[config.mk]
export PLATFORM = sky130hd
export DESIGN_NAME = http_response_header_parser
export DESIGN_NICKNAME = d
export VERILOG_FILES = /design/src/design/hrp_pkg.sv /design/src/design/hrp_next.sv /design/src/design/http_response_header_parser.sv
export SDC_FILE = /design/constraint.sdc
export NUM_CORES = 1
export LEC_CHECK = 0
export ABC_AREA = 1
export BUFFER_PORTS_ARGS = -buffer_cell sky130_fd_sc_hd__buf_2
export CAP_MARGIN = 20
export CORE_MARGIN = 8
export CORE_UTILIZATION = 66
export DETAILED_ROUTE_END_ITERATION = 8
export PLACE_DENSITY = 0.9
export SLEW_MARGIN = 20
export SYNTH_ARGS = -nofsm -noshare
export SYNTH_HDL_FRONTEND = slang
export SYNTH_SLANG_ARGS = --single-unit
[constraint.sdc]
create_clock -name aclk -period 12 [get_ports aclk]
set_clock_uncertainty 0.2 [all_clocks]
set_input_delay 0.6 -clock aclk [delete_from_list [all_inputs] [get_ports aclk]]
set_output_delay 0.6 -clock aclk [all_outputs]
set_load 0.005 [all_outputs]
[src/design/hrp_pkg.sv]
`timescale 1ns / 1ps

package hrp_pkg;

    // Parser phases
    localparam logic [2:0] PH_STAT_PRE  = 3'd0;
    localparam logic [2:0] PH_STAT_OWS  = 3'd1;
    localparam logic [2:0] PH_STAT_NUM  = 3'd2;
    localparam logic [2:0] PH_STAT_REST = 3'd3;
    localparam logic [2:0] PH_HDR       = 3'd4;
    localparam logic [2:0] PH_BODY      = 3'd5;
    localparam logic [2:0] PH_DONE      = 3'd6;
    localparam logic [2:0] PH_FAIL      = 3'd7;

    // Number sub-states while parsing the Content-Length value
    localparam logic [3:0] NUM_LEAD   = 4'd0;
    localparam logic [3:0] NUM_SIGN   = 4'd1;
    localparam logic [3:0] NUM_DIGITS = 4'd2;
    localparam logic [3:0] NUM_STOP   = 4'd3;

    localparam logic [3:0] KEY_LEN    = 4'd14;
    localparam logic [9:0] STATUS_MAX = 10'd999;

    // Terminator tracking: CR, CRLF, CRLFCR seen
    localparam logic [1:0] TP_NONE   = 2'd0;
    localparam logic [1:0] TP_CR     = 2'd1;
    localparam logic [1:0] TP_CRLF   = 2'd2;
    localparam logic [1:0] TP_CRLFCR = 2'd3;

    localparam logic [7:0] CH_CR    = 8'h0D;
    localparam logic [7:0] CH_LF    = 8'h0A;
    localparam logic [7:0] CH_TAB   = 8'h09;
    localparam logic [7:0] CH_SPACE = 8'h20;
    localparam logic [7:0] CH_COLON = 8'h3A;
    localparam logic [7:0] CH_PLUS  = 8'h2B;
    localparam logic [7:0] CH_MINUS = 8'h2D;

    typedef struct packed {
        logic [7:0] data_byte;
        logic       end_of_buffer;
    } in_t;

    typedef struct packed {
        logic        body_valid;
        logic [7:0]  body_byte;
        logic        header_done;
        logic [9:0]  status_code;
        logic [31:0] content_length;
        logic        message_done;
        logic        incomplete;
        logic [31:0] bytes_consumed;
    } out_t;

    // Narrow parser state shared between the top level and the update logic
    typedef struct packed {
        logic [2:0] phase;
        logic [1:0] term_prog;
        logic [3:0] match_idx;
        logic       still_match;
        logic       in_value;
        logic       len_found;
        logic       len_neg;
        logic [9:0] status;
    } ctrl_t;

    // Lowercase "content-length"
    function automatic logic [7:0] key_char(input logic [3:0] idx);
        logic [7:0] c;
        case (idx)
            4'd0:    c = "c";
            4'd1:    c = "o";
            4'd2:    c = "n";
            4'd3:    c = "t";
            4'd4:    c = "e";
            4'd5:    c = "n";
            4'd6:    c = "t";
            4'd7:    c = "-";
            4'd8:    c = "l";
            4'd9:    c = "e";
            4'd10:   c = "n";
            4'd11:   c = "g";
            4'd12:   c = "t";
            4'd13:   c = "h";
            default: c = 8'h00;
        endcase
        return c;
    endfunction

    function automatic logic [7:0] to_lower(input logic [7:0] b);
        logic [7:0] r;
        r = (b >= "A" && b <= "Z") ? b + 8'd32 : b;
        return r;
    endfunction

    function automatic logic is_digit(input logic [7:0] b);
        logic r;
        r = (b >= "0") && (b <= "9");
        return r;
    endfunction

endpackage

[src/design/hrp_next.sv]
`timescale 1ns / 1ps

// Per-byte update of the parser state and the result for that byte.
module hrp_next #(
    parameter int LENGTH_BITS = 32
) (
    input  hrp_pkg::in_t             in_data,
    input  hrp_pkg::ctrl_t           ctrl_cur,
    input  logic [LENGTH_BITS-1:0]   len_cur,
    input  logic [LENGTH_BITS-1:0]   rem_cur,
    input  logic [LENGTH_BITS-1:0]   cnt_cur,
    output hrp_pkg::ctrl_t           ctrl_nxt,
    output logic [LENGTH_BITS-1:0]   len_nxt,
    output logic [LENGTH_BITS-1:0]   rem_nxt,
    output logic [LENGTH_BITS-1:0]   cnt_nxt,
    output hrp_pkg::out_t            result
);

    localparam int WIDE_BITS = (LENGTH_BITS > 32) ? LENGTH_BITS : 32;

    logic [7:0]               b;
    logic                     eob;
    logic                     b_digit;
    logic [3:0]               digit;
    logic                     b_blank;
    logic                     crlf;
    logic                     term;
    logic                     bvalid;
    logic [LENGTH_BITS+3:0]   len_prod;
    logic [LENGTH_BITS-1:0]   len_digit;
    logic [13:0]              st_prod;
    logic [9:0]               st_digit;
    logic [LENGTH_BITS-1:0]   cnt_inc;
    logic [LENGTH_BITS-1:0]   eff_len;
    logic [WIDE_BITS-1:0]     eff_wide;

    assign b       = in_data.data_byte;
    assign eob     = in_data.end_of_buffer;
    assign b_digit = hrp_pkg::is_digit(b);
    assign digit   = b[3:0];
    assign b_blank = (b == hrp_pkg::CH_SPACE) || (b == hrp_pkg::CH_TAB);

    // length * 10 + digit, saturating on overflow past LENGTH_BITS
    assign len_prod  = ((LENGTH_BITS+4)'(len_cur) << 3) + ((LENGTH_BITS+4)'(len_cur) << 1)
                     + (LENGTH_BITS+4)'(digit);
    assign len_digit = (|len_prod[LENGTH_BITS+3:LENGTH_BITS]) ? '1
                                                               : len_prod[LENGTH_BITS-1:0];

    // status * 10 + digit, clamped to 999
    assign st_prod  = (14'(ctrl_cur.status) << 3) + (14'(ctrl_cur.status) << 1) + 14'(digit);
    assign st_digit = (st_prod > 14'(hrp_pkg::STATUS_MAX)) ? hrp_pkg::STATUS_MAX
                                                           : st_prod[9:0];

    assign cnt_inc = (cnt_cur == '1) ? cnt_cur : cnt_cur + 1'b1;

    assign crlf = (b == hrp_pkg::CH_LF) &&
                  ((ctrl_cur.term_prog == hrp_pkg::TP_CR) ||
                   (ctrl_cur.term_prog == hrp_pkg::TP_CRLFCR));
    assign term = (b == hrp_pkg::CH_LF) && (ctrl_cur.term_prog == hrp_pkg::TP_CRLFCR);

    // State update
    always_comb begin
        ctrl_nxt = ctrl_cur;
        len_nxt  = len_cur;
        rem_nxt  = rem_cur;
        cnt_nxt  = cnt_cur;
        bvalid   = 1'b0;

        if (ctrl_cur.phase == hrp_pkg::PH_BODY) begin
            bvalid  = 1'b1;
            cnt_nxt = cnt_inc;
            if (rem_cur != '0) begin
                rem_nxt = rem_cur - 1'b1;
            end
            if (rem_nxt == '0 || eob) begin
                ctrl_nxt.phase = hrp_pkg::PH_DONE;
            end
        end else if (ctrl_cur.phase <= hrp_pkg::PH_HDR) begin
            cnt_nxt = cnt_inc;

            // terminator tracking
            if (b == hrp_pkg::CH_CR) begin
                ctrl_nxt.term_prog = (ctrl_cur.term_prog == hrp_pkg::TP_CRLF) ?
                                     hrp_pkg::TP_CRLFCR : hrp_pkg::TP_CR;
            end else if (crlf) begin
                ctrl_nxt.term_prog = hrp_pkg::TP_CRLF;
            end else begin
                ctrl_nxt.term_prog = hrp_pkg::TP_NONE;
            end

            if (crlf) begin
                // new header line
                ctrl_nxt.phase       = hrp_pkg::PH_HDR;
                ctrl_nxt.in_value    = 1'b0;
                ctrl_nxt.match_idx   = '0;
                ctrl_nxt.still_match = 1'b1;
            end else if (ctrl_cur.phase == hrp_pkg::PH_HDR) begin
                if (!ctrl_cur.in_value) begin
                    // header name: match against content-length
                    if (b == hrp_pkg::CH_COLON) begin
                        ctrl_nxt.in_value = 1'b1;
                        if (ctrl_cur.still_match && ctrl_cur.match_idx == hrp_pkg::KEY_LEN &&
                            !ctrl_cur.len_found) begin
                            ctrl_nxt.len_found   = 1'b1;
                            ctrl_nxt.still_match = 1'b1;
                            ctrl_nxt.len_neg     = 1'b0;
                            len_nxt              = '0;
                        end else begin
                            ctrl_nxt.still_match = 1'b0;
                        end
                        ctrl_nxt.match_idx = hrp_pkg::NUM_LEAD;
                    end else if (ctrl_cur.still_match && ctrl_cur.match_idx < hrp_pkg::KEY_LEN &&
                                 hrp_pkg::to_lower(b) ==
                                 hrp_pkg::key_char(ctrl_cur.match_idx)) begin
                        ctrl_nxt.match_idx = ctrl_cur.match_idx + 4'd1;
                    end else begin
                        ctrl_nxt.still_match = 1'b0;
                    end
                end else if (ctrl_cur.still_match) begin
                    // Content-Length value
                    unique case (ctrl_cur.match_idx) inside
                        hrp_pkg::NUM_LEAD: begin
                            if (b_blank) begin
                                ctrl_nxt.match_idx = hrp_pkg::NUM_LEAD;
                            end else if (b == hrp_pkg::CH_PLUS) begin
                                ctrl_nxt.match_idx = hrp_pkg::NUM_SIGN;
                            end else if (b == hrp_pkg::CH_MINUS) begin
                                ctrl_nxt.len_neg   = 1'b1;
                                ctrl_nxt.match_idx = hrp_pkg::NUM_SIGN;
                            end else if (b_digit) begin
                                len_nxt            = len_digit;
                                ctrl_nxt.match_idx = hrp_pkg::NUM_DIGITS;
                            end else begin
                                ctrl_nxt.match_idx = hrp_pkg::NUM_STOP;
                            end
                        end
                        hrp_pkg::NUM_SIGN, hrp_pkg::NUM_DIGITS: begin
                            if (b_digit) begin
                                len_nxt            = len_digit;
                                ctrl_nxt.match_idx = hrp_pkg::NUM_DIGITS;
                            end else begin
                                ctrl_nxt.match_idx = hrp_pkg::NUM_STOP;
                            end
                        end
                        default: begin
                            ctrl_nxt.match_idx = ctrl_cur.match_idx;
                        end
                    endcase
                end
            end else begin
                // status line
                unique case (ctrl_cur.phase)
                    hrp_pkg::PH_STAT_PRE: begin
                        if (b == hrp_pkg::CH_SPACE) begin
                            ctrl_nxt.phase = hrp_pkg::PH_STAT_OWS;
                        end
                    end
                    hrp_pkg::PH_STAT_OWS: begin
                        if (b_blank) begin
                            ctrl_nxt.phase = hrp_pkg::PH_STAT_OWS;
                        end else if (b_digit) begin
                            ctrl_nxt.status = 10'(digit);
                            ctrl_nxt.phase  = hrp_pkg::PH_STAT_NUM;
                        end else begin
                            ctrl_nxt.phase = hrp_pkg::PH_STAT_REST;
                        end
                    end
                    hrp_pkg::PH_STAT_NUM: begin
                        if (b_digit) begin
                            ctrl_nxt.status = st_digit;
                        end else begin
                            ctrl_nxt.phase = hrp_pkg::PH_STAT_REST;
                        end
                    end
                    default: begin
                        ctrl_nxt.phase = ctrl_cur.phase;
                    end
                endcase
            end

            if (term) begin
                rem_nxt        = (ctrl_nxt.len_found && !ctrl_nxt.len_neg) ? len_nxt : '0;
                ctrl_nxt.phase = (rem_nxt == '0 || eob) ? hrp_pkg::PH_DONE : hrp_pkg::PH_BODY;
            end else if (eob) begin
                ctrl_nxt.phase = hrp_pkg::PH_FAIL;
            end
        end
    end

    // Result for this byte, from the updated state
    assign eff_len  = (ctrl_nxt.len_found && !ctrl_nxt.len_neg) ? len_nxt : '0;
    assign eff_wide = WIDE_BITS'(eff_len);

    always_comb begin
        logic [WIDE_BITS-1:0] cnt_wide;
        cnt_wide              = WIDE_BITS'(cnt_nxt);
        result.body_valid     = bvalid;
        result.body_byte      = bvalid ? b : 8'h00;
        result.header_done    = (ctrl_nxt.phase == hrp_pkg::PH_BODY) ||
                                (ctrl_nxt.phase == hrp_pkg::PH_DONE);
        result.status_code    = ctrl_nxt.status;
        result.content_length = (eff_wide > WIDE_BITS'(32'hFFFF_FFFF)) ? 32'hFFFF_FFFF
                                                                       : eff_wide[31:0];
        result.message_done   = (ctrl_nxt.phase == hrp_pkg::PH_DONE);
        result.incomplete     = (ctrl_nxt.phase == hrp_pkg::PH_FAIL);
        result.bytes_consumed = (cnt_wide > WIDE_BITS'(32'hFFFF_FFFF)) ? 32'hFFFF_FFFF
                                                                       : cnt_wide[31:0];
    end

endmodule

[src/design/http_response_header_parser.sv]
`timescale 1ns / 1ps

// Streaming HTTP/1.1 response parser, one response byte per item. The parser
// state registers and a single layer of update logic produce the result item,
// which is registered in an output register on acceptance. A new byte is taken
// every cycle while the result side is ready, and also while a result waits,
// as long as the output register is being drained in the same cycle. Each
// byte yields one result item carrying the body byte (when in the body),
// status code, Content-Length and framing flags. Length arithmetic is
// LENGTH_BITS wide and saturates; the 32-bit outputs saturate at 2^32-1.
// Bytes after completion or failure give results that hold their values with
// body_valid low; reset starts a new response.
module http_response_header_parser #(
    parameter int LENGTH_BITS = 32
) (
    input  logic          aclk,
    input  logic          aresetn,
    input  logic          s_valid,
    output logic          s_ready,
    input  hrp_pkg::in_t  s_data,
    output logic          m_valid,
    input  logic          m_ready,
    output hrp_pkg::out_t m_data
);

    hrp_pkg::ctrl_t         ctrl_reg;
    hrp_pkg::ctrl_t         ctrl_next;
    logic [LENGTH_BITS-1:0] len_reg;
    logic [LENGTH_BITS-1:0] len_next;
    logic [LENGTH_BITS-1:0] rem_reg;
    logic [LENGTH_BITS-1:0] rem_next;
    logic [LENGTH_BITS-1:0] cnt_reg;
    logic [LENGTH_BITS-1:0] cnt_next;
    hrp_pkg::out_t          result;
    hrp_pkg::out_t          m_data_reg;
    logic                   m_valid_reg;
    logic                   accept;

    assign s_ready = !m_valid_reg || m_ready;
    assign accept  = s_valid && s_ready;
    assign m_valid = m_valid_reg;
    assign m_data  = m_data_reg;

    hrp_next #(
        .LENGTH_BITS (LENGTH_BITS)
    ) u_next (
        .in_data  (s_data),
        .ctrl_cur (ctrl_reg),
        .len_cur  (len_reg),
        .rem_cur  (rem_reg),
        .cnt_cur  (cnt_reg),
        .ctrl_nxt (ctrl_next),
        .len_nxt  (len_next),
        .rem_nxt  (rem_next),
        .cnt_nxt  (cnt_next),
        .result   (result)
    );

    // Parser state
    always_ff @(posedge aclk) begin
        if (!aresetn) begin
            ctrl_reg.phase       <= hrp_pkg::PH_STAT_PRE;
            ctrl_reg.term_prog   <= hrp_pkg::TP_NONE;
            ctrl_reg.match_idx   <= '0;
            ctrl_reg.still_match <= 1'b1;
            ctrl_reg.in_value    <= 1'b0;
            ctrl_reg.len_found   <= 1'b0;
            ctrl_reg.len_neg     <= 1'b0;
            ctrl_reg.status      <= '0;
            len_reg              <= '0;
            rem_reg              <= '0;
            cnt_reg              <= '0;
        end else if (accept) begin
            ctrl_reg <= ctrl_next;
            len_reg  <= len_next;
            rem_reg  <= rem_next;
            cnt_reg  <= cnt_next;
        end
    end

    // Output register
    always_ff @(posedge aclk) begin
        if (!aresetn) begin
            m_valid_reg <= 1'b0;
        end else if (accept) begin
            m_valid_reg <= 1'b1;
        end else if (m_ready) begin
            m_valid_reg <= 1'b0;
        end
    end

    always_ff @(posedge aclk) begin
        if (accept) begin
            m_data_reg <= result;
        end
    end

endmodule

; Yosys cells after proc, flatten, opt, wreduce, memory -nomap -nowiden
; Memories as Yosys holds them, arrays and structs flattened. A register that Yosys moved wholly into a read port is not among the register bits.
; Index checks and enable logic that the tools add are counted.
; Widths: inputs -> output; s select.
[totals]
ff_bits = 206
mem_bits_ro = 112
input_bits = 13
memories = 1
[memory_table]
columns = name, words, width, rd, rd_clocked_by_memory_dff, write_ports, line
row1 = (name not given), 16, 7, 1, 1, 0, hrp_pkg.sv:69  ; case (idx)
[classes]
addsub = 8
n_lt_le_gt_ge = 9
n_eq_ne = 26
mux = 86
n_bitwise = 1
n_reduce_logical = 38
[ops]
columns = op, count
row1 = $mux 32, 25
row2 = $gt 32x32->1 const B, 2
row3 = $logic_not 32->1, 2
row4 = $mux 8, 8
row5 = $pmux 32 s2, 1
row6 = $mux 10, 5
row7 = $mux 12, 4
row8 = $add 35x33->36, 1
row9 = $add 36x4->36, 1
row10 = $mux 3, 11
row11 = $add 32x1->32 const B, 1
row12 = $eq 32x32->1 const B, 1
row13 = $eq 8x6->1 const B, 4
row14 = $reduce_bool 32->1, 1
row15 = $sub 32x1->32 const B, 1
row16 = $mux 4, 7
row17 = $eq 8x4->1 const B, 3
row18 = $mux 23, 1
row19 = $pmux 10 s2, 1
row20 = $eq 3x3->1 const B, 5
row21 = $add 13x11->14, 1
row22 = $add 14x4->14, 1
row23 = $gt 14x10->1 const B, 1
row24 = $mux 1, 13
row25 = 38 further kinds, 67

; Longest topological paths before layout
[logic_depth]
word_depth = 29
ltp_mapped = 34

; Hierarchy
; A second synthesis with hierarchy kept.
[unflattened]
cells_unflattened = 2785
hier_area_um2 = 17625.7
[modules_own_cells]
columns = mod, n_inst, cells_each, area_per_inst_um2, seq_area_each_um2
row1 = hrp_next, 1, 1916, 9694.3, 0.0
row2 = http_response_header_parser, 1, 869, 7931.4, 4984.8

; Worst setup path after synthesis
; Ideal clock, no wire load.
[synth_timing]
path_kind = input to register
startpoint = input m_ready
endpoint = register cnt_reg[24]
setup_ns = 0.107
arrival_time_ns = 4.267
required_ns = 11.693
setup_slack_ns = 7.427
path_stages = 9
cell_sequence = inv_1 -> nand2_1 -> nand2_1 -> clkbuf_1 -> inv_1 -> clkbuf_1 -> clkbuf_1 -> o21ai_0 -> a21oi_1
[synth_via]
elab_chain_len = 2
[synth_rtl]
columns = item, line
row1 = from (decl), http_response_header_parser.sv:22  ; input logic m_ready,
row2 = $logic_or 1x1->1, http_response_header_parser.sv:39  ; assign s_ready = !m_valid_reg || m_ready;
row3 = named net s_ready, http_response_header_parser.sv:19  ; output logic s_ready,
row4 = $logic_and 1x1->1, http_response_header_parser.sv:40  ; assign accept = s_valid && s_ready;
row5 = named net accept, http_response_header_parser.sv:37  ; logic accept;
row6 = to (signal assigned), http_response_header_parser.sv:77  ; cnt_reg <= cnt_next;
row7 = to (decl), http_response_header_parser.sv:32  ; logic [LENGTH_BITS-1:0] cnt_reg;
; The timed path passes the listed nets, and every way through them passes these cells.
; A chain may end at the register's enable or synchronous reset.

==> impl_metrics.ini <==
[logic_synthesis]
synth_edf_count = 86
async_reset_ff_frac = 0
synth_seq_cells = 213
synth.top_cell.area_share = 0.1629
synth_seq_area_share = 0.3234
synth_ff_type = dfxtp_1
yosys-top-cells-area = edfxtp_1 (16%), dfxtp_1 (16%), nand2_1 (13%), inv_1 (9.1%), ha_1 (7.7%)
synth.distinct_cells = 62
syn-cell-area_um2 = 15850
postSynthCellCount = 2334
yosys.area.top_type = edfxtp_1
syn-num-nets = 2448
syn_avg_cell_area_um2 = 6.790
yosysWarnings = 0

[cells_and_area]
final_cells = 2726
fillers = 1864
num_antenna_cells = 0
layout_common_cells = nand2_1 (533), inv_1 (384), a21oi_1 (215)
final_common_cell = nand2_1
final_nets = 2505
drive_gt1_frac = 0.09555
area_delta_synth_final_pct = 8.818
stdcell_area_um2 = 17250
largest_register_ffs = 86

[clock_tree]
cts_tree = yes
root_buffer = clkbuf_16
clock_latency_ns = 0.52
clkTransAtPathRegs_ns = 0.06
post_cts_resized = 0
cts_setup_buffers = 0
holdBufCountCts = 0
cts.sinks = 213
htreeDepth = 1
cts_buffers = 23
cts_buffer_depth = 3

[outcome]
status = finished clean

[job]
drv_cap = 0

[die]
io_pins = 101
initial_core_util = 0.6732
die_h_um = 171.0
core-area_um2 = 23540
die-width_um = 171.0
dieArea_um2 = 29230
rows = 56

[route]
vias_per_cell = 5.869
first_pass_iters = 7
wire_per_inst_um = 16.81
ant_nets = 0
num_vias = 16000
wl_mm = 45.84
drt_first_iter_violations = 2109
drc_errors = 0

[sta]
worst_pin_slew_ns = 0.9967
drv_slew = 0
max_freq_mhz = 199.5
final_hold_viol_count = 0
setup_slack_ns = 6.987
fin_crit_sh = 0.4178
slew-limit-headroom = 0.3348
period_needed_ns = 5.013
grt_setup_unrepaired = false
setup-tns-final_ns = 0
setup_viol = 0

[worst_setup_path]
cp_data_required_time_ns = 12.07
start_kind = flip-flop
critPathMaxFanout = 17
cp-end-kind = flip-flop
max_stage_delay_ns = 0.53
cpMaxStageDelayCell = fa_1
crit_path_frequent_cell = nand2_1
critPathKind = reg2reg
crit_arrival_ns = 5.09
rrSetupSlack_ns = 6.99

[global_routing]
antenna_found_initial = 0
track_usage = 0.3049
grt_pass1_vias = 15090
grt_pass1_wl_mm = 73.43
grt_max_degree = 79
grt_overflow = 0

[place]
port_buffers = 100
placed_cells = 2684
dpl_cell_area_um2 = 16500
dp_slack_ns = 6.859
gp_congestion = 0.9714
dp.final_hpwl_mm = 32.66

[power]
power_density_nw_per_um2 = 114.1
power.leakage_nw = 9.017
irDropWorstVdd_uv = 102.1
finalPower_mw = 1.967

[hold_path]
hold_path.class = in2reg
[layout make-up]
class,count,area (um2),area share
clock buffers,26,596.8,0.03461
clock inverters,15,127.6,0.007400
flip-flops and latches,213,5125,0.2972
repair buffers,111,595.6,0.03453
inverters,412,1550,0.08989
multi-input cells,1630,8852,0.5133
well taps,319,399.1,0.02314
[per-stage QoR]
step                      utilization  hold WS (ns)
final                          0.7326        0.2127
after global routing           0.7326        0.2520
after CTS                      0.7316        0.2134
after detailed placement       0.7008        0.2785
after global placement         0.7008        0.2618
after floorplan                     -        0.2520
[critical path: cells and delay by family, from the launching register on]
kind	cells	cell delay (ns)
AND/OR/NAND/NOR	21	2.33
adder cells (fa/ha/maj)	2	1.01
AO/OA/AOI/OAI	4	0.57
flip-flops	1	0.42
buffers and inverters	2	0.26
[cells by family after synthesis]
group / synth area share
buf+inv: 0.1199
fa+ha+maj: 0.08163
compound gates: 0.1817
xor+xnor: 0.04587
flops: 0.3234
simple gates: 0.2475
[routing by layer]
metal / global-route usage / share of wire / vias to the layer above
li1: - / - / 7675
met1: 0.3752 / 0.39 / 7237
met2: 0.5164 / 0.47 / 877
met3: 0.03803 / 0.089 / 211
met4: 0.1607 / 0.057 / 0
met5: 0 / 0 / -
[cells in the mapped netlist (all sizes together) (2+ instances only)]
cell	instances
edfxtp	86
a21oi	222
xor2	61
inv	408
fa	4
nor4	8
a31oi	9
xnor2	22
o21ai	221
nand2	556
o21bai	14
o211ai	20
nor2	209
o22ai	3
nor3	42
o221ai	2
a21o	2
nand3	57
nand3b	2
o41ai	2
a211oi	3
o2111ai	5
clkinv	4
ha	97
or2	7
nand4	33
buf	18
a22oi	13
o31ai	3
nor3b	2
clkbuf	60
dfxtp	127
[path summary, 6_finish.rpt]
path,startpoint,end,cells after the start
worst max-delay path,len_reg[2],m_data[76],29
worst min-delay path,m_ready,m_valid,4
worst max register to register,len_reg[2],m_data[76],29
worst min register to register,ctrl_reg[19],ctrl_reg[19],2
[power by group]
group          switching (mW)  total [mW]  internal, mW  leakage (nW)
sequential             0.0420       0.842         0.800          1.91
clock                   0.295       0.695         0.400         0.356
combinational           0.288       0.431         0.143          6.75
total                   0.625        1.97          1.34          9.02
No activity file was read; power rests on OpenSTA's default activity.
